## src/sv/ihash_ram.sv

```systemverilog
module ihash_ram #(
    parameter int WIDTH = 8,
    parameter int DEPTH = 4
) (
    input  logic                     clk,
    input  logic                     wr_en,
    input  logic [$clog2(DEPTH)-1:0] wr_addr,
    input  logic [WIDTH-1:0]         wr_data,
    input  logic [$clog2(DEPTH)-1:0] rd_addr,
    output logic [WIDTH-1:0]         rd_data
);

    logic [WIDTH-1:0] mem [DEPTH];

    always_ff @(posedge clk) begin
        if (wr_en) begin
            mem[wr_addr] <= wr_data;
        end
        rd_data <= mem[rd_addr];
    end

endmodule

```

## config.mk

```make
export PLATFORM = sky130hd
export DESIGN_NAME = ihash_ram
export DESIGN_NICKNAME = d
export VERILOG_FILES = /design/src/sv/ihash_ram.sv
export SDC_FILE = /design/constraint.sdc
export NUM_CORES = 1
export LEC_CHECK = 0
export BUFFER_PORTS_ARGS = -buffer_cell sky130_fd_sc_hd__buf_2
export CAP_MARGIN = 40
export CORE_MARGIN = 1.5
export CORE_UTILIZATION = 45
export DETAILED_ROUTE_END_ITERATION = 10
export GPL_TIMING_DRIVEN = 1
export HOLD_SLACK_MARGIN = 0.05
export PLACE_DENSITY = 0.68
export SYNTH_ARGS = -nofsm -noshare
export SYNTH_HDL_FRONTEND = slang
export SYNTH_SLANG_ARGS = --single-unit
```

## constraint.sdc

```tcl
create_clock -name clk -period 1.28 [get_ports clk]
set_clock_uncertainty 0.15 [all_clocks]
set_input_delay 0.192 -clock clk [delete_from_list [all_inputs] [get_ports clk]]
set_output_delay 0.192 -clock clk [all_outputs]
set_load 0.005 [all_outputs]
```

## Yosys cells after proc, flatten, opt, wreduce, memory -nomap -nowiden

Memory sizes are Yosys's and may differ from the RTL's. A register that Yosys moved wholly into a read port is not among the register bits.
Index checks and enable logic that the tools add are counted.

| cells by class | value |
|---|---|
| multiplexer cells | 2 |

Operators by type and width:

| kind | count |
|---|---|
| $mux W1 | 2 |

| word-level totals | value |
|---|---|
| register bits after elaboration | 0 |
| RAM bits | 32 |
| input bits | 14 |
| output and inout bits | 8 |
| logic and storage cells | 3 |
| memories kept | 1 |

Memories:

| name | words | bits a word | rd ports | clocked after Yosys merged registers in | write ports | line | text |
|---|---|---|---|---|---|---|---|
| mem | 4 | 8 | 1 | 1 | 1 | 13 | `logic [WIDTH-1:0] mem [DEPTH];` |

## Longest topological paths before layout

Gate-level depths: netlist of run 1.

| depth | value |
|---|---|
| depth in word-level cells | 2 |
| gate-level depth with buffers | 2 |
| depth with buffers taken out | 1 |

## Worst setup path after synthesis of run 1

No wires, ideal clock.

| timing | value |
|---|---|
| path kind | input -> register |
| from | in wr_addr[0] |
| to | mem mem[0][0] (enable) |
| setup time | 385 ps |
| arrival time | 871 ps |
| data required time | 745 ps |
| path slack | -126 ps |
| stages | 1 |
| buffers on the path | 0 |
| cell sequence | nor3b_1 |

RTL lines:

| what | line | text |
|---|---|---|
| start: declaration | 7 | `input logic [$clog2(DEPTH)-1:0] wr_addr,` |
| end: declaration | 13 |  |

Straight into the memory's write port.

## Final worst setup path of run 1

| timing | value |
|---|---|
| from | reg rd_data[3] (read register of mem) |
| to | out rd_data[3] |

RTL lines:

| what | line | text |
|---|---|---|
| start: declaration | 10 | `output logic [WIDTH-1:0] rd_data` |

No word-level cell between the ends.

==> results of run 1 <==
## final timing paths
path / start / to / cells past startpoint
worst max-delay path: rd_data[3]$_DFF_P_ / rd_data[3] / 1
worst min-delay path: rd_addr[1] / rd_data[5]$_DFF_P_ / 2
worst max register to register: mem[3][3]$_DFFE_PP_ / rd_data[3]$_DFF_P_ / 1
worst min register to register: mem[2][5]$_DFFE_PP_ / rd_data[5]$_DFF_P_ / 1
## cell families (layout without fill, tap and decap cells)
kind of cell | after synthesis | after routing | share of synthesized area (%)
flip-flops | 40 | 40 | 83.1
multiplexers | 8 | 8 | 13.4
AND/OR/NAND/NOR | 4 | 4 | 2.32
buffers and inverters | 2 | 46 | 1.21
## registers in the layout, indices dropped and copies added (netlist names)
signal and flops:
mem 32, rd_data 8
## layout make-up
type                            count  area share, %
Sequential cell                    40           65.6
Timing Repair Buffer               38           16.3
Multi-Input combinational cell     12           12.7
Clock buffer                        6           2.42
Tap cell                           31           2.27
Clock inverter                      2          0.733
## metal layers
layer / share of wire (%) / global-route usage, % / vias to the layer above
met5: 0 / 0 / -
met4: 2.8 / 13.0 / 0
met2: 50 / 22.4 / 22
met3: 5.4 / 4.91 / 5
met1: 42 / 16.8 / 323
li1: - / - / 311
## cells in the mapped netlist
cell,number,share of area [%]
and3_1,1,0.46
and3b_1,2,1.3
buf_6,1,0.83
clkbuf_2,1,0.37
dfxtp_1,8,12
edfxtp_1,32,71
mux4_2,8,13
nor3b_1,1,0.56
## metrics by stage
stage          cell area, um2  cells  setup slack [ps]  util, %
4_1_cts                  1710    129               141     60.9
2_1_floorplan            1350     54               151        -
3_5_place_dp             1570    113              50.3     56.1
6_report                 1710    129               153     60.9
5_1_grt                  1710    129               103     60.9
3_3_place_gp             1570    113              65.0     56.1
## power groups by stage
stage	combinational (mW)	sequential, mW	clock (mW)
floorplan	0.0676	1.53	0
global placement	0.158	1.52	0
detailed placement	0.162	1.53	0
CTS	0.181	1.50	0.620
global route	0.194	1.50	0.674
finish	0.177	1.50	0.608
## timing repair
item,in CTS,in global routing
hold buffers,8,0
hold endpoints to repair,32,0
setup endpoints to repair,0,0
==> impl_metrics.py, run 1 <==
metrics = {
    "timing": {
        "hold_slack_ps": 117,
        "min_period_ps": 1130,
        "finalCritPeriodShare_pct": 88.0,
        "hold_viol_final": 0,
        "rsz0062_at_grt": "no",
        "max_freq_mhz": 888,
        "worst-slew-pin-transition_ps": 216,
        "fin_setup_tns_ps": 0,
        "maxSlewViolCount": 0,
        "slew-limit-headroom_pct": 85.6,
        "setup_viol": 0,
    },
    "detailed_routing": {
        "drtIter0Drc": 23,
        "drcViolationCount": 4,
        "wl_per_cell_um": 15.6,
        "num_vias": 661,
        "drtAntennaViolNets": 0,
        "avgViaCountPerCell": 5.12,
        "routed_wl_um": 2010,
        "first_pass_iters": 7,
    },
    "clock_tree": {
        "ctsResizeCount": 0,
        "worstSkewPairLatency_ps": 350,
        "cts.sinks": 40,
        "postCtsSetupBuffers": 0,
        "h-tree-depth": 2,
        "clockBufferDepth": 2,
        "cts_tree": "done",
        "clkSlewWorstSetupHoldPaths_ps": 110,
        "root_buffer": "clkbuf_4",
        "cts_buffers": 5,
    },
    "power_and_ir_drop": {
        "p_sw_mw": 0.482,
        "leakagePower_nw": 0.634,
        "p_comb_share_pct": 7.8,
        "power_frac_seq_pct": 65.6,
        "ir_worst_vdd_uv": 822,
        "p_sw_share_pct": 21.1,
        "cellPowerDensity_mw_per_mm2": 1340,
        "p_int_mw": 1.80,
        "pwr-share-clk_pct": 26.7,
        "finalPower_mw": 2.28,
    },
    "synth": {
        "syn_area_mm2": 0.00135,
        "yosys.cell_types.count": 8,
        "postSynthCellCount": 54,
        "synth.avg_cell_area_um2": 25.0,
        "ys_ff_latch": 40,
        "syn-num-nets": 68,
        "ys_seq_area_share_pct": 83.1,
        "yosys_warnings": 0,
    },
    "critical_path": {
        "path_delay_family": "flip-flops",
        "max_stage_delay_ps": 320,
        "slowest_stage": "dfxtp_1",
        "crit_type": "flip-flop to primary output",
        "required_ps": 940,
        "endpoint_kind": "primary output",
        "cp_num_buf_inv": 1,
        "setup.worst_path.start_class": "flip-flop",
        "path_cells": "buf_2",
        "r2r_slack_ps": 170,
        "critical_path.max_fanout": 1,
        "arrival_ps": 780,
    },
    "placement": {
        "port_buffers": 21,
        "gp_routability_congestion": 0.599,
        "dp_hpwl_um": 1330,
    },
    "grt": {
        "grt_pass1_wl_um": 3260,
        "grt_pass1_vias": 707,
        "grt-ovfl-total": 0,
        "antenna_found_initial": 0,
        "grt_max_degree": 14,
        "grtUsageTotal_pct": 14.8,
    },
    "die": {
        "dieHeight_um": 57.7,
        "num_rows": 19,
        "start_util_pct": 48.1,
        "fp.dieArea_mm2": 0.00333,
        "die_w_um": 57.7,
        "core_mm2": 0.00281,
        "io_pins": 22,
    },
    "cells_and_area": {
        "drive_above_1_share_pct": 46.9,
        "synthToLayoutAreaGrowth_pct": 26.6,
        "fill_cells": 199,
        "multiInputGateArea_um2": 216,
        "final_cell_mix": "edfxtp_1 (32), buf_2 (21), mux4_2 (8), dlygate4sd3_1 (8), dfxtp_1 (8)",
        "fin_nets": 111,
        "antenna_cells": 0,
        "final_common_cell": "edfxtp_1",
        "register_area_mm2": 0.00112,
    },
    "flow_run": {
        "max_cap_violations": 0,
    },
    "run_status": {
        "violations": "design-rule violations",
        "status": "complete, but fails checks",
    },
    "worst_hold_path": {
        "hold_path_class": "input port to flip-flop",
    },
}
(Power assumes the default switching activity.)
==> run 2: changes to the inputs <==
Settings changed: ABC_AREA set to 1, PLACE_DENSITY 0.68 to 0.65, SETUP_SLACK_MARGIN set to 0.05.
Clock period 1.28 ns to 1.1 ns, I/O delays scaled along.
==> impl_metrics.py, run 2 <==
metrics = {
    "run_status": {
        "status": "completed",
    },
    "detailed_routing": {
        "avgViaCountPerCell": 4.40,
        "routed_wl_um": 2490,
        "drtAntennaViolNets": 0,
        "drcViolationCount": 0,
        "first_pass_iters": 4,
        "num_vias": 998,
        "drtIter0Drc": 36,
        "wl_per_cell_um": 11.0,
    },
    "cells_and_area": {
        "instances_no_fill": 227,
        "synthToLayoutAreaGrowth_pct": 22.8,
        "final_common_cell": "nand2_1",
        "largest_reg_flops": 32,
        "final_cell_mix": "nand2_1 (40), inv_1 (36), edfxtp_1 (32), buf_2 (18), nand3_1 (16)",
        "antenna_cells": 0,
        "fill_cells": 292,
        "drive_above_1_share_pct": 23.2,
        "biggestRegsByFlops": "mem: 32 flops, rd_data: 8 flops",
        "final_cell_area_mm2": 0.00190,
        "fin_nets": 194,
        "top_register": "mem",
    },
    "timing": {
        "hold_viol_final": 0,
        "rsz0062_at_grt": "yes",
        "min_period_ps": 1070,
        "slew-limit-headroom_pct": 82.8,
        "worst-slew-pin-transition_ps": 258,
        "setup_viol": 0,
        "finalCritPeriodShare_pct": 97.6,
        "hold_slack_ps": 87.3,
        "max_freq_mhz": 932,
        "fin_ws_ps": 26.9,
        "maxSlewViolCount": 0,
    },
    "clock_tree": {
        "cts.sinks": 40,
        "worstSkewPairLatency_ps": 320,
        "clkSlewWorstSetupHoldPaths_ps": 100,
        "h-tree-depth": 2,
        "postCtsSetupBuffers": 0,
        "clockBufferDepth": 2,
        "cts_tree": "done",
        "root_buffer": "clkbuf_4",
        "cts_buffers": 5,
    },
    "grt": {
        "grtUsageMet2_pct": 24.2,
        "antenna_found_initial": 0,
        "grt_pass1_wl_um": 3970,
        "grt_pass1_vias": 880,
        "busiest_layer": "met2",
        "met1_usage_pct": 19.1,
        "grtUsageTotal_pct": 15.6,
        "use_met3_pct": 4.41,
        "grt-ovfl-total": 0,
        "grt_max_degree": 17,
    },
    "critical_path": {
        "path_delay_family": "flip-flops",
        "required_ps": 780,
        "endpoint_kind": "primary output",
        "setup.worst_path.start_class": "flip-flop",
        "crit_type": "flip-flop to primary output",
        "slowest_stage": "dfxtp_2",
        "critical_path.max_fanout": 1,
        "cp_num_buf_inv": 1,
        "max_stage_delay_ps": 320,
        "path_cells": "buf_2",
        "arrival_ps": 760,
    },
    "synth": {
        "postSynthCellCount": 141,
        "synthXorXnorAreaFrac_pct": 0,
        "synth_top_area_share_pct": 62.1,
        "async_flop_share_pct": 0,
        "syn_area_mm2": 0.00155,
        "yosys-top-cells-count": "nand2_1 (40), inv_1 (36), edfxtp_1 (32), nand3_1 (16), dfxtp_1 (8)",
        "synth_compound_area_share_pct": 0,
        "yosysMostFrequentCell": "nand2_1",
        "yosysTopAreaCell": "edfxtp_1",
        "synth_top_flop_cell": "edfxtp_1",
        "syn-num-nets": 155,
        "ys_seq_area_share_pct": 72.4,
        "ys_ff_latch": 40,
        "synth_area_leaders": "edfxtp_1 (62%), dfxtp_1 (10%), nand2_1 (9.7%)",
        "synth.mux.area_fraction_pct": 0,
        "yosys.area_share.simple_pct": 16.2,
        "yosys.cell_types.count": 10,
        "synthAdderAreaFrac_pct": 0,
        "synth_edf_count": 32,
        "yosys_warnings": 0,
        "synth_top_family_by_area": "simple AND/OR/NAND/NOR gates",
        "synth.avg_cell_area_um2": 11.0,
    },
    "placement": {
        "port_buffers": 21,
        "gp_routability_congestion": 0.876,
        "pre_cts_ws_ps": -92.3,
        "dp_cells": 211,
        "dp_hpwl_um": 1850,
        "dpl_cell_area_mm2": 0.00175,
    },
    "die": {
        "num_rows": 21,
        "core_mm2": 0.00331,
        "die_w_um": 61.6,
        "fp.dieArea_mm2": 0.00380,
        "io_pins": 22,
        "start_util_pct": 46.7,
        "dieHeight_um": 61.6,
    },
    "power_and_ir_drop": {
        "cellPowerDensity_mw_per_mm2": 1390,
        "ir_worst_vdd_uv": 766,
        "power_frac_seq_pct": 66.0,
        "p_sw_mw": 0.553,
        "p_sw_share_pct": 20.9,
        "leakagePower_nw": 0.887,
        "finalPower_mw": 2.64,
        "p_comb_share_pct": 9.7,
        "pwr-share-clk_pct": 24.2,
        "p_int_mw": 2.09,
    },
    "worst_hold_path": {
        "hold_path_class": "input port to flip-flop",
    },
    "flow_run": {
        "max_cap_violations": 0,
    },
}
-- run 2: repair_timing --
item                                    in CTS  in global routing
endpoints found under the hold margin       32                  0
endpoints found under the setup margin       8                  8
gates resized for setup                      0                  7
hold buffers                                 8                  0
-- run 2: stage by stage --
stage / util [%] / TNS (ps)
final: 57.4 / 0
after detailed placement: 52.8 / -1690
after global routing: 57.4 / -206
after CTS: 56.7 / 0
after floorplan: - / -1160
after global placement: 52.8 / -465
-- run 2: power by group through the flow --
stage | sequential, mW | clock, mW | combinational, mW
finish | 1.74 | 0.640 | 0.257
global route | 1.75 | 0.760 | 0.292
CTS | 1.74 | 0.672 | 0.250
detailed placement | 1.78 | 0 | 0.227
global placement | 1.77 | 0 | 0.220
floorplan | 1.78 | 0 | 0.120
-- run 2: final timing paths --
path,from,endpoint,slack [ps],cells past startpoint
worst max-delay path,rd_data[0]$_DFF_P_,rd_data[0],30,1
worst min-delay path,rd_addr[1],rd_data[7]$_DFF_P_,90,4
worst max register to register,mem[1][6]$_DFFE_PP_,rd_data[6]$_DFF_P_,230,4
worst min register to register,mem[0][7]$_DFFE_PP_,rd_data[7]$_DFF_P_,390,4
-- run 2: per-layer routing --
| layer | wire length [um] | share of wire (%) | vias to the layer above |
|---|---|---|---|
| met1 | 1120 | 45 | 453 |
| li1 | - | - | 516 |
| met2 | 1240 | 50 | 22 |
| met5 | 0 | 0 | - |
| met4 | 47 | 1.9 | 0 |
| met3 | 86 | 3.5 | 7 |
-- run 2: cells by family (layout without fill, tap and decap cells) --
family | after synthesis | after routing
buffers and inverters | 41 | 81
flip-flops | 40 | 40
AND/OR/NAND/NOR | 60 | 60
-- run 2: cell type report --
cell class | count | area (um2) | share of cell area, %
Tap cell | 46 | 57.6 | 3.03
Timing Repair Buffer | 36 | 256 | 13.5
Multi-Input combinational cell | 60 | 270 | 14.2
Clock inverter | 1 | 3.75 | 0.197
Sequential cell | 40 | 1130 | 59.2
Inverter | 37 | 141 | 7.44
Clock buffer | 7 | 45.0 | 2.37
