<file path="config.mk">
export PLATFORM = sky130hd
export DESIGN_NAME = ihash_match
export DESIGN_NICKNAME = d
export VERILOG_FILES = /design/src/sv/ihash_pkg.sv /design/src/sv/ihash_match.sv
export SDC_FILE = /design/constraint.sdc
export NUM_CORES = 1
export LEC_CHECK = 0
export BUFFER_PORTS_ARGS = -buffer_cell sky130_fd_sc_hd__buf_2
export CORE_AREA = 8 8 185 187
export DETAILED_ROUTE_END_ITERATION = 16
export DIE_AREA = 0 0 193 195
export PLACE_DENSITY_LB_ADDON = 0.05
export SLEW_MARGIN = 25
export SYNTH_ARGS = -nofsm -noshare
export SYNTH_HDL_FRONTEND = slang
export SYNTH_SLANG_ARGS = --single-unit
</file>
<file path="constraint.sdc">
create_clock -name vclk -period 7
set_input_delay 1.05 -clock vclk [all_inputs]
set_output_delay 1.05 -clock vclk [all_outputs]
set_load 0.005 [all_outputs]
</file>
<file path="src/sv/ihash_pkg.sv">
package ihash_pkg;

    localparam int ID_BITS               = 32;
    localparam int HANDLE_PORT_BITS      = 16;
    localparam int DEF_BUCKET_INDEX_BITS = 8;
    localparam int DEF_BUCKET_WAYS       = 4;
    localparam int DEF_HANDLE_BITS       = 16;

    typedef enum logic [1:0] {
        OP_ALLOC   = 2'd0,
        OP_RELEASE = 2'd1,
        OP_FIND    = 2'd2,
        OP_PEEK    = 2'd3
    } op_t;

    typedef enum logic [1:0] {
        ST_OK   = 2'd0,
        ST_MISS = 2'd1,
        ST_FULL = 2'd2
    } status_t;

    // outcome of evaluating one bucket row
    typedef struct packed {
        logic                        wr_en;
        status_t                     status;
        logic [HANDLE_PORT_BITS-1:0] handle;
    } lookup_res_t;

endpackage

</file>
<file path="src/sv/ihash_match.sv">
module ihash_match import ihash_pkg::*; #(
    parameter int BUCKET_WAYS = DEF_BUCKET_WAYS,
    parameter int HANDLE_BITS = DEF_HANDLE_BITS,
    localparam int ENTRY_BITS = 1 + ID_BITS + HANDLE_BITS,
    localparam int ROW_BITS   = BUCKET_WAYS * ENTRY_BITS
) (
    input  op_t                    op,
    input  logic [ID_BITS-1:0]     req_id,
    input  logic [ID_BITS-1:0]     alloc_id,
    input  logic [HANDLE_BITS-1:0] req_handle,
    input  logic [ROW_BITS-1:0]    row,
    output logic [ROW_BITS-1:0]    new_row,
    output lookup_res_t            res
);

    // entry layout: {valid, id, handle}
    logic [BUCKET_WAYS-1:0]                  way_hit;
    logic                                    found;
    logic [HANDLE_BITS-1:0]                  hit_handle;
    logic [HANDLE_BITS+HANDLE_PORT_BITS-1:0] handle_ext;

    always_comb begin
        for (int w = 0; w < BUCKET_WAYS; w++) begin
            logic                   v;
            logic [ID_BITS-1:0]     eid;
            logic [HANDLE_BITS-1:0] eh;
            v   = row[w*ENTRY_BITS + ENTRY_BITS - 1];
            eid = row[w*ENTRY_BITS + HANDLE_BITS +: ID_BITS];
            eh  = row[w*ENTRY_BITS +: HANDLE_BITS];
            unique case (op)
                OP_ALLOC:   way_hit[w] = !v;
                OP_RELEASE: way_hit[w] = v && (eh == req_handle);
                OP_FIND:    way_hit[w] = v && (eid == req_id);
                default:    way_hit[w] = 1'b0;
            endcase
        end
    end

    // lowest-numbered hit wins
    always_comb begin
        found      = 1'b0;
        hit_handle = '0;
        new_row    = row;
        for (int w = 0; w < BUCKET_WAYS; w++) begin
            if (!found && way_hit[w]) begin
                found      = 1'b1;
                hit_handle = row[w*ENTRY_BITS +: HANDLE_BITS];
                if (op == OP_ALLOC) begin
                    new_row[w*ENTRY_BITS +: ENTRY_BITS] = {1'b1, alloc_id, req_handle};
                end else begin
                    new_row[w*ENTRY_BITS + ENTRY_BITS - 1] = 1'b0;
                end
            end
        end
    end

    assign handle_ext = {{HANDLE_PORT_BITS{1'b0}}, hit_handle};

    always_comb begin
        res.wr_en  = 1'b0;
        res.handle = '0;
        res.status = ST_OK;
        unique case (op)
            OP_ALLOC: begin
                res.wr_en  = found;
                res.status = found ? ST_OK : ST_FULL;
            end
            OP_RELEASE: begin
                res.wr_en  = found;
                res.status = found ? ST_OK : ST_MISS;
            end
            OP_FIND: begin
                res.handle = found ? handle_ext[HANDLE_PORT_BITS-1:0] : '0;
                res.status = found ? ST_OK : ST_MISS;
            end
            default: begin
                res.status = ST_OK;
            end
        endcase
    end

endmodule

</file>
======== Word level (Yosys, flattened, before mapping) ========
Index checks and enable logic that the tools add are counted.
word-level totals
  bits of input ports ..................... 278
  register bits ........................... 0
cells by class
  eq/ne operators ......................... 10
  reductions and logical operators ........ 21
  mux-type cells .......................... 27
operators by type and width
  cell                count
  $mux 49             4
  $mux 48             4
  $eq 32x32->1        4
  $mux 16             6
  $eq 16x16->1        4
  $pmux 1 s3          4
  $logic_and 1x1->1   11
  $logic_not 1->1     7
  $mux 1              7
  $pmux 2 s2          1
  $reduce_or 2->1     2
  $eq 2x1->1 const B  1
  $eq 2x2->1 const B  1
  $logic_not 2->1     1
  $mux 2              1

======== Longest topological paths before layout ========
Gate-level depths: netlist of the first run.
  word-level depth ........................ 15
  mapped depth ............................ 12
  mapped depth without buffers ............ 10

======== Worst setup path before layout of the first run ========
OpenSTA, ideal clock, no wires.
  path type ............................... input to output
  from .................................... in op[0]
  to ...................................... out new_row[188]
  data arrival time ....................... 3149 ps
  slack ................................... 2801 ps
  cell stages on the path ................. 11
  required time ........................... 5950 ps
  cells stage by stage .................... inv_1 > ha_1 > nand3b_1 > nor4_1 > nand4_1 > o32a_1 > and2_1 > nand3_2 > buf_4 > buf_6 > mux2_2
on the way
  cells in the longest elaborated chain, start to end .. 12
  elaborated cells on any way between the ends .. 18
  those cells by class .................... eq/ne: 2; mux: 9; reduce/logical: 7
ends and longest elaborated chain
  what                                RTL line           source
  start, declared                     ihash_match.sv:7   input op_t op,
  $eq 2x2->1 (tied with other cells)  ihash_match.sv:30  unique case (op)
  $pmux 1 s3                          ihash_match.sv:30
  $mux 1                              ihash_match.sv:45  if (!found && way_hit[w]) begin
  $logic_not 1->1                     ihash_match.sv:45
  $logic_and 1x1->1                   ihash_match.sv:45
  $mux 1                              ihash_match.sv:45
  $logic_not 1->1                     ihash_match.sv:45
  $logic_and 1x1->1                   ihash_match.sv:45
  $mux 1                              ihash_match.sv:45
  $logic_not 1->1                     ihash_match.sv:45
  $logic_and 1x1->1                   ihash_match.sv:45
  $mux 49 (*)                         ihash_match.sv:45
  end, declared                       ihash_match.sv:12  output logic [ROW_BITS-1:0] new_row,
Mark *: on every way between the ends. The rest lies on a longest branch, timed or not.

======== Worst setup path after layout of the first run ========
  from .................................... in op[1]
  to ...................................... out new_row[137]
on the way
  cells in the longest elaborated chain, start to end .. 9
  elaborated cells on any way between the ends .. 14
  those cells by class .................... eq/ne: 2; mux: 7; reduce/logical: 5
ends and longest elaborated chain
  what                                RTL line
  $eq 2x2->1 (tied with other cells)  ihash_match.sv:30
  $pmux 1 s3                          ihash_match.sv:30
  $mux 1                              ihash_match.sv:45
  $logic_not 1->1                     ihash_match.sv:45
  $logic_and 1x1->1                   ihash_match.sv:45
  $mux 1                              ihash_match.sv:45
  $logic_not 1->1                     ihash_match.sv:45
  $logic_and 1x1->1                   ihash_match.sv:45
  $mux 49 (*)                         ihash_match.sv:45
Marked as above.

==> flow_metrics.py, run 1 <==
metrics = {
    "outcome": {
        "outcome": "completed",
    },
    "setup_path": {
        "endpoint_kind": "output pin",
        "arrival_ns": 4.78,
        "worstSetupPathType": "input port to output pin",
        "cp_max_fo": 29,
        "crit_path_start_kind": "input port",
        "required_ns": 5.95,
        "startpoint": "op[1]",
    },
    "power": {
        "leakage_nw": 3.93,
        "p_per_area_mw_per_mm2": 59.2,
        "combPwrFrac_pct": 100.0,
        "p_switching_mw": 0.266,
        "internal_power_mw": 0.223,
        "vdd_drop_max_v": 0.0000201,
        "p_clk_share_pct": 0,
        "swShare_pct": 54.3,
        "p_seq_share_pct": 0,
    },
    "global_routing": {
        "grt_overflow_total": 0,
        "grt_max_degree": 49,
        "grt_pass1_wl_mm": 56.1,
        "grt_use_total_pct": 20.4,
        "antenna_found_initial": 8,
        "grt_pass1_vias": 7639,
    },
    "logic_synthesis": {
        "synthCells": 646,
        "ys_seq_area_share_pct": 0,
        "synth_area_mm2": 0.00546,
        "ys.warnings.count": 0,
        "synth_nets": 928,
        "yosysUniqueCellTypes": 43,
        "syn-mean-instance-area_um2": 8.46,
    },
    "layout": {
        "layout.nets": 1387,
        "n_clock_buffer": 0,
        "multi_input_area_mm2": 0.00513,
        "final.fill_count": 3606,
        "syn_to_final_growth_pct": 51.4,
        "seq_cells": 0,
        "drive_gt1_share_pct": 62.9,
        "seq_area_um2": 0,
    },
    "routing": {
        "ant_nets": 0,
        "first_pass_iters": 4,
        "wl_per_cell_um": 27.1,
        "vias": 6770,
        "viasPerCell": 4.48,
        "totalWireLength_mm": 40.9,
        "drt_iter0_drc": 226,
        "drcViolationCount": 0,
    },
    "sta": {
        "setup_ws_ns": 1.17,
        "setup_violations": 0,
        "tightest_slew_ns": 0.862,
        "fin_crit_ns": 5.83,
        "final.period_utilization_pct": 83.3,
        "rsz0062_at_grt": "false",
        "drv_slew": 0,
        "setup_tns_ns": 0,
        "slew_headroom_pct": 42.6,
        "hold_viol": 0,
        "max_freq_mhz": 172,
    },
    "placed_design": {
        "place_ws_ns": 0.967,
        "portBuffers": 493,
        "dpl.hpwl_mm": 36.4,
        "place_congestion": 0.823,
    },
    "flow_run": {
        "maxCapViolations": 0,
    },
    "die": {
        "die_area_mm2": 0.0376,
        "ios": 493,
        "start_util_pct": 17.5,
        "fp.dieW_um": 193,
        "coreArea_mm2": 0.0312,
        "die_y_um": 195,
        "rows": 65,
    },
    "worst_hold_path": {
        "hp-start": "row[86]",
        "hold_class": "input port to output pin",
    },
    "clock_tree": {
        "cts_hold_buf": 0,
        "post_cts_buffers": 0,
        "cts_resized": 0,
    },
}
power by group through the flow:
stage | clock (mW) | sequential, mW | combinational [mW]
floorplan | 0 | 0 | 0.207
global placement | 0 | 0 | 0.502
detailed placement | 0 | 0 | 0.499
CTS | 0 | 0 | 0.503
global route | 0.000000134 | 0 | 0.532
finish | 0.000000134 | 0 | 0.490
synthesized netlist by cell type (all sizes together):
library cell  instances  area share [%]
mux2                193              40
xor2                125              20
xnor2                67              11
buf                  38             4.4
nor4                 33             3.9
inv                  23             1.6
nand4                20             2.3
o21ai                19             1.9
nand2                18             1.2
and3                 16             1.8
nor2b                16             1.8
o211ai               16             2.2
nand3                14             1.4
nor3                  8            0.82
nor2                  7            0.57
clkbuf                5            0.34
ha                    4            0.92
a21oi                 3            0.27
and2                  3            0.39
nand2b                3            0.34
nand4b                3            0.76
nand3b                2            0.27
o22ai                 2            0.23
a21bo                 1            0.18
a311oi                1            0.27
a31oi                 1            0.11
mux2i                 1            0.18
o21a                  1            0.14
o21bai                1            0.14
o32a                  1            0.18
or2                   1            0.11
stage by stage:
step                      hold slack [ns]  instance area, µm²  power, mW  utilization (%)  instances
after floorplan                      2.21                5460      0.207                -        646
after global placement               2.42                8250      0.502             26.4       1505
after detailed placement             2.42                8260      0.499             26.4       1505
after CTS                            2.42                8260      0.503             26.4       1505
after global routing                 2.43                8270      0.532             26.5       1512
final                                2.42                8270      0.490             26.5       1512
worst max-delay path, cell delays in order:
cell and delay [ns]:
buf_2 0.11, inv_1 0.06, ha_1 0.35, nand3b_1 0.22, nor4_1 0.73, nand4_1 0.17, o32a_1 0.43, o21ai_4 0.23
nand4b_4 0.52, buf_12 0.36, mux2_4 0.33, buf_2 0.13
routing by layer:
metal	up-vias	share of wire, %	global-route usage, %
met5	-	0.032	0
met1	3198	39	22.7
met3	24	7.0	4.06
met2	301	53	39.3
met4	2	1.4	3.56
li1	3245	-	-
kinds of logic after synthesis:
family | share of synthesized area (%)
multiplexers | 40.6
XOR/XNOR | 30.8
AND/OR/NAND/NOR | 15.7
buffers and inverters | 6.32
AO/OA/AOI/OAI | 5.68
adder cells (fa/ha/maj) | 0.916
final timing paths:
check	slack (ns)	end	depth (start not counted)
setup / recovery	1.17	new_row[137]	12
hold / removal	2.42	new_row[86]	3
layout make-up:
type	instances	area share, %
inverter	23	1.04
antenna	7	0.212
multi-input combinational	580	62.1
tap	402	6.08
timing repair buffer	500	30.6
cells in the final DEF (no fill, tap or decap), types with 2 or more instances in the layout:
cell and count:
buf_2 493, mux2_2 172, xor2_1 125, xnor2_1 67
nor4_1 32, inv_1 23, nand4_1 20, nand2_1 18
o21ai_0 17, nor2b_1 16, and3_1 16, o211ai_1 16
nand3_1 13, mux2_1 12, mux2_4 9, diode_2 7
nor3_1 7, buf_4 6, nor2_1 5, ha_1 4
nand2b_1 3, a21oi_1 3, nand4b_1 2, o22ai_1 2
nor2_2 2, nand3b_1 2
Note: power is estimated with default switching activity, not from simulation.
==> inputs of run 2 (changes only) <==
--- a/config.mk
+++ b/config.mk
@@ -5,10 +5,11 @@
 export SDC_FILE = /design/constraint.sdc
 export NUM_CORES = 1
 export LEC_CHECK = 0
+export ABC_AREA = 1
 export BUFFER_PORTS_ARGS = -buffer_cell sky130_fd_sc_hd__buf_2
-export CORE_AREA = 8 8 185 187
+export CORE_AREA = 8 8 186 188
 export DETAILED_ROUTE_END_ITERATION = 16
-export DIE_AREA = 0 0 193 195
+export DIE_AREA = 0 0 194 196
 export PLACE_DENSITY_LB_ADDON = 0.05
 export SLEW_MARGIN = 25
 export SYNTH_ARGS = -nofsm -noshare
==> constraint.sdc (replaced) <==
create_clock -name vclk -period 4.75
set_input_delay 0.7125 -clock vclk [all_inputs]
set_output_delay 0.7125 -clock vclk [all_outputs]
set_load 0.005 [all_outputs]
==> flow_metrics.py, run 2 <==
metrics = {
    "outcome": {
        "outcome": "completed",
    },
    "sta": {
        "rsz0062_at_grt": "false",
        "setup_violations": 0,
        "hold_viol": 0,
        "setup_ws_ns": 0.476,
        "drv_slew": 0,
        "fin_crit_ns": 4.27,
        "final.period_utilization_pct": 90.0,
        "setup_tns_ns": 0,
        "max_freq_mhz": 234,
        "hold_ws_ns": 1.71,
        "tightest_slew_ns": 0.950,
        "slew_headroom_pct": 36.5,
    },
    "layout": {
        "syn_to_final_growth_pct": 46.9,
        "finalInstanceArea_mm2": 0.00887,
        "seq_cells": 0,
        "seq_area_um2": 0,
        "layout_common_cells": "buf_2 (493), nand2_1 (465), inv_1 (165), o21ai_0 (150), nor2_1 (115)",
        "layout.nets": 2010,
        "mostFrequentLayoutCell": "buf_2",
        "n_clock_buffer": 0,
        "fin_cells": 2142,
        "final.fill_count": 3980,
        "fin_util_pct": 27.8,
        "drive_gt1_share_pct": 31.3,
    },
    "logic_synthesis": {
        "yosysTopAreaCell": "nand2_1",
        "ys_seq_area_share_pct": 0,
        "ys.warnings.count": 0,
        "yosysMostFrequentCell": "nand2_1",
        "synth_common_cells": "nand2_1 (466), inv_1 (165), o21ai_0 (150)",
        "synth_area_mm2": 0.00604,
        "yosysUniqueCellTypes": 33,
        "synth_nets": 1572,
        "synthCells": 1290,
        "synth_area_leaders": "nand2_1 (29%), o21ai_0 (12%), inv_1 (10%), o22ai_1 (9.6%), nor2_1 (7.2%)",
        "yosysTopAreaCellShare_pct": 29.0,
        "syn-mean-instance-area_um2": 4.68,
    },
    "routing": {
        "wl_per_cell_um": 22.7,
        "totalWireLength_mm": 48.6,
        "vias": 10200,
        "drt_iter0_drc": 517,
        "drcViolationCount": 0,
        "ant_nets": 0,
        "viasPerCell": 4.75,
        "first_pass_iters": 7,
    },
    "die": {
        "die_area_mm2": 0.0380,
        "fp.dieW_um": 194,
        "ios": 493,
        "start_util_pct": 18.9,
        "coreArea_mm2": 0.0319,
        "die_y_um": 196,
        "rows": 66,
    },
    "clock_tree": {
        "cts_resized": 0,
        "cts_hold_buf": 0,
        "post_cts_buffers": 0,
    },
    "power": {
        "p_per_area_mw_per_mm2": 89.0,
        "leakage_nw": 4.96,
        "vdd_drop_max_v": 0.0000335,
        "power_mw": 0.790,
    },
    "setup_path": {
        "arrival_ns": 3.56,
        "crit_path_end": "new_row[111]",
        "cp_max_fo": 34,
        "required_ns": 4.04,
        "endpoint_kind": "output pin",
        "startpoint": "op[0]",
        "crit_path_start_kind": "input port",
        "worstSetupPathType": "input port to output pin",
    },
    "global_routing": {
        "grt_pass1_vias": 10600,
        "grt_use_total_pct": 23.9,
        "grt_overflow_total": 0,
        "antenna_found_initial": 11,
        "grt_pass1_wl_mm": 70.1,
        "grt_max_degree": 59,
    },
    "placed_design": {
        "dp_cells": 2134,
        "post_dp_cell_area_mm2": 0.00885,
        "portBuffers": 493,
        "dpl.hpwl_mm": 40.3,
        "place_congestion": 0.899,
        "place_ws_ns": 0.430,
    },
    "worst_hold_path": {
        "hold_class": "input port to output pin",
        "hp-start": "row[134]",
        "holdPathStages": 4,
    },
    "flow_run": {
        "maxCapViolations": 0,
    },
}
## run 2: changes by cell type after synthesis, moves of 26 or more
cell / change
nand2_1: +448
mux2_2: -172
inv_1: +142
o21ai_0: +133
nor2_1: +111
xor2_1: -96
o22ai_1: +91
nand3_1: +47
nor4_1: -32
xnor2_1: -26
## run 2: worst min-delay path by stage
stage / end / slack [ns]
final: new_row[134] / 1.71
after global routing: new_row[134] / 1.74
after CTS: new_row[134] / 1.71
after detailed placement: new_row[134] / 1.71
after global placement: new_row[132] / 1.71
after floorplan: new_row[106] / 1.52
## run 2: routing by layer
layer / routed length (µm) / share of wire (%) / up-vias / GRT usage [%]
li1: - / - / 5019 / -
met1: 19500 / 40 / 4670 / 27.4
met2: 24700 / 51 / 430 / 44.8
met3: 3390 / 7.0 / 54 / 5.16
met4: 981 / 2.0 / 6 / 5.21
met5: 36 / 0.074 / - / 0
## run 2: final cells by class
| cell class | instances | area [µm²] | area share [%] |
|---|---|---|---|
| antenna | 8 | 20.0 | 0.226 |
| tap | 408 | 510 | 5.76 |
| inverter | 175 | 657 | 7.41 |
| multi-input combinational | 1036 | 5010 | 56.5 |
| timing repair buffer | 515 | 2670 | 30.1 |
## run 2: power breakdown
group / switching [mW] / internal (mW)
clock: 0 / 0.000000226
combinational: 0.485 / 0.305
sequential: 0 / 0
## run 2: logic make-up (layout without fill, tap and decap cells)
family / count (synthesis) / count (layout) / share of synthesized area, %
and+or+nand+nor: 694 / 694 / 47.1
AOI/OAI and AO/OA: 268 / 268 / 24.6
other: 0 / 8 / 0
xor gates and xnor gates: 70 / 70 / 10.2
buffers and inverters: 254 / 690 / 17.3
adders and majority gates: 4 / 4 / 0.829
## run 2: critical path: stages
cell,delay (ns)
buf_2,0.10
inv_1,0.06
ha_1,0.20
inv_1,0.15
a21oi_1,0.06
nand2_1,0.07
nor2_1,0.05
nand2_1,0.08
nor2_1,0.04
nand3_1,0.10
nand2_1,0.06
nand2_1,0.06
nand2_2,0.11
nor2_8,0.14
buf_4,0.37
nand2_2,0.13
nor2_4,0.37
buf_4,0.35
nand2_1,0.08
o21ai_0,0.09
buf_2,0.14
==> inputs of run 3 (changes only) <==
--- a/config.mk
+++ b/config.mk
@@ -5,11 +5,10 @@
 export SDC_FILE = /design/constraint.sdc
 export NUM_CORES = 1
 export LEC_CHECK = 0
-export ABC_AREA = 1
 export BUFFER_PORTS_ARGS = -buffer_cell sky130_fd_sc_hd__buf_2
-export CORE_AREA = 8 8 186 188
+export CORE_AREA = 8 8 185 187
 export DETAILED_ROUTE_END_ITERATION = 16
-export DIE_AREA = 0 0 194 196
+export DIE_AREA = 0 0 193 195
 export PLACE_DENSITY_LB_ADDON = 0.05
 export SLEW_MARGIN = 25
 export SYNTH_ARGS = -nofsm -noshare
==> flow_metrics.py, run 3 (same netlist as run 1, synthesis figures left out) <==
metrics = {
    "power": {
        "leakage_nw": 3.99,
        "p_per_area_mw_per_mm2": 86.0,
        "vdd_drop_max_v": 0.0000304,
    },
    "setup_path": {
        "path_cells": "buf_2 > inv_1 > ha_1 > nand3b_1 > nor4_1 > nand4_1 > o32a_1 > o21ai_4 > nand4b_4 > buf_12 > mux2_4 > buf_2",
        "endpoint_kind": "output pin",
        "cpMaxStageDelayCell": "nor4_1",
        "crit_path_start_kind": "input port",
        "cp_common_cell": "buf_2",
        "required_ns": 4.04,
        "slowest_delay_ns": 0.52,
        "cp_max_fo": 49,
        "arrival_ns": 3.85,
        "worstSetupPathType": "input port to output pin",
    },
    "clock_tree": {
        "cts_resized": 0,
        "cts_hold_buf": 0,
        "post_cts_buffers": 0,
    },
    "layout": {
        "final.fill_count": 3633,
        "mostFrequentLayoutCell": "buf_2",
        "n_clock_buffer": 0,
        "layout.nets": 1396,
        "drive_gt1_share_pct": 63.2,
        "syn_to_final_growth_pct": 53.7,
        "fin_cells": 1522,
        "seq_area_um2": 0,
        "seq_cells": 0,
        "layout_common_cells": "buf_2 (493), mux2_2 (172), xor2_1 (125), xnor2_1 (67), nor4_1 (32)",
    },
    "worst_hold_path": {
        "hp-start": "row[141]",
        "hold_class": "input port to output pin",
        "hold_end": "new_row[141]",
        "holdPathStages": 3,
    },
    "routing": {
        "totalWireLength_mm": 40.6,
        "vias": 6832,
        "ant_nets": 0,
        "drcViolationCount": 0,
        "viasPerCell": 4.49,
        "drt_iter0_drc": 222,
        "first_pass_iters": 4,
        "wl_per_cell_um": 26.7,
    },
    "sta": {
        "setup_violations": 0,
        "max_freq_mhz": 219,
        "final.period_utilization_pct": 96.1,
        "setup_tns_ns": 0,
        "fin_crit_ns": 4.57,
        "rsz0062_at_grt": "false",
        "slew_headroom_pct": 59.2,
        "drv_slew": 0,
        "hold_viol": 0,
        "tightest_slew_ns": 0.611,
    },
    "flow_run": {
        "maxCapViolations": 0,
    },
    "die": {
        "die_area_mm2": 0.0376,
        "rows": 65,
        "die_y_um": 195,
        "ios": 493,
        "fp.dieW_um": 193,
        "start_util_pct": 17.5,
        "coreArea_mm2": 0.0312,
    },
    "outcome": {
        "outcome": "completed",
    },
    "global_routing": {
        "grt_overflow_total": 0,
        "antenna_found_initial": 10,
        "grt_pass1_wl_mm": 55.9,
        "grt_use_total_pct": 20.2,
        "grt_max_degree": 50,
        "grt_pass1_vias": 7766,
    },
    "placed_design": {
        "dp_cells": 1514,
        "place_congestion": 0.836,
        "dpl.hpwl_mm": 35.9,
        "portBuffers": 493,
    },
}
[run 3: cell types whose count changed in the layout (fill, tap and decap cells not counted), moves of 26 or more]
cell | before | now
nand3_1 | 60 | 13
nand2_1 | 465 | 18
nor4_1 | 0 | 32
xor2_1 | 29 | 125
inv_1 | 165 | 23
mux2_2 | 0 | 172
o21ai_0 | 150 | 17
o22ai_1 | 93 | 2
nor2_1 | 115 | 5
xnor2_1 | 41 | 67
[run 3: layer usage]
layer / global-route usage, % / share of wire [%] / vias up
met4: 3.73 / 1.6 / 4
met3: 3.64 / 6.4 / 28
met2: 39.4 / 53 / 300
li1: - / - / 3258
met1: 22.4 / 39 / 3242
met5: 0 / 0.074 / -
[run 3: report_power, final]
part            total [mW]  switching [mW]  internal, mW
registers                0               0             0
logic                0.722           0.389         0.333
clock network  0.000000226               0   0.000000226
[run 3: area by class of cell]
type                            instances  area, µm²  area share, %
Antenna cell                            8       20.0          0.238
Inverter                               23       86.3           1.03
Multi-Input combinational cell        580       5130           61.0
Tap cell                              402        503           5.99
Timing Repair Buffer                  509       2660           31.7
[run 3: stage by stage]
stage | total power, mW | cell area, µm² | hold slack [ns] | util, % | worst slack [ns]
2_1_floorplan | 0.305 | 5460 | 1.53 | - | 1.23
3_3_place_gp | 0.738 | 8380 | 1.75 | 26.8 | 0.0707
3_5_place_dp | 0.735 | 8380 | 1.76 | 26.8 | 0.127
4_1_cts | 0.740 | 8380 | 1.76 | 26.8 | 0.123
5_1_grt | 0.787 | 8400 | 1.76 | 26.9 | 0.0437
6_report | 0.722 | 8400 | 1.75 | 26.9 | 0.185
[run 3: how the worst max path moves through the flow]
stage / from / end / slack [ns] / cells after the start
final: op[0] / new_row[140] / 0.18 / 12
after detailed placement: op[0] / new_row[140] / 0.13 / 12
after global placement: op[0] / new_row[178] / 0.07 / 12
after CTS: op[0] / new_row[163] / 0.12 / 12
after floorplan: op[0] / new_row[188] / 1.23 / 11
after global routing: op[1] / new_row[140] / 0.04 / 12
[run 3: critical path: cells and delay by family]
family	cells	cell delay [ns]
muxes	1	0.35
adders and majority gates	1	0.34
buffers and inverters	4	0.55
AOI/OAI and AO/OA	2	0.71
and+or+nand+nor	4	1.13
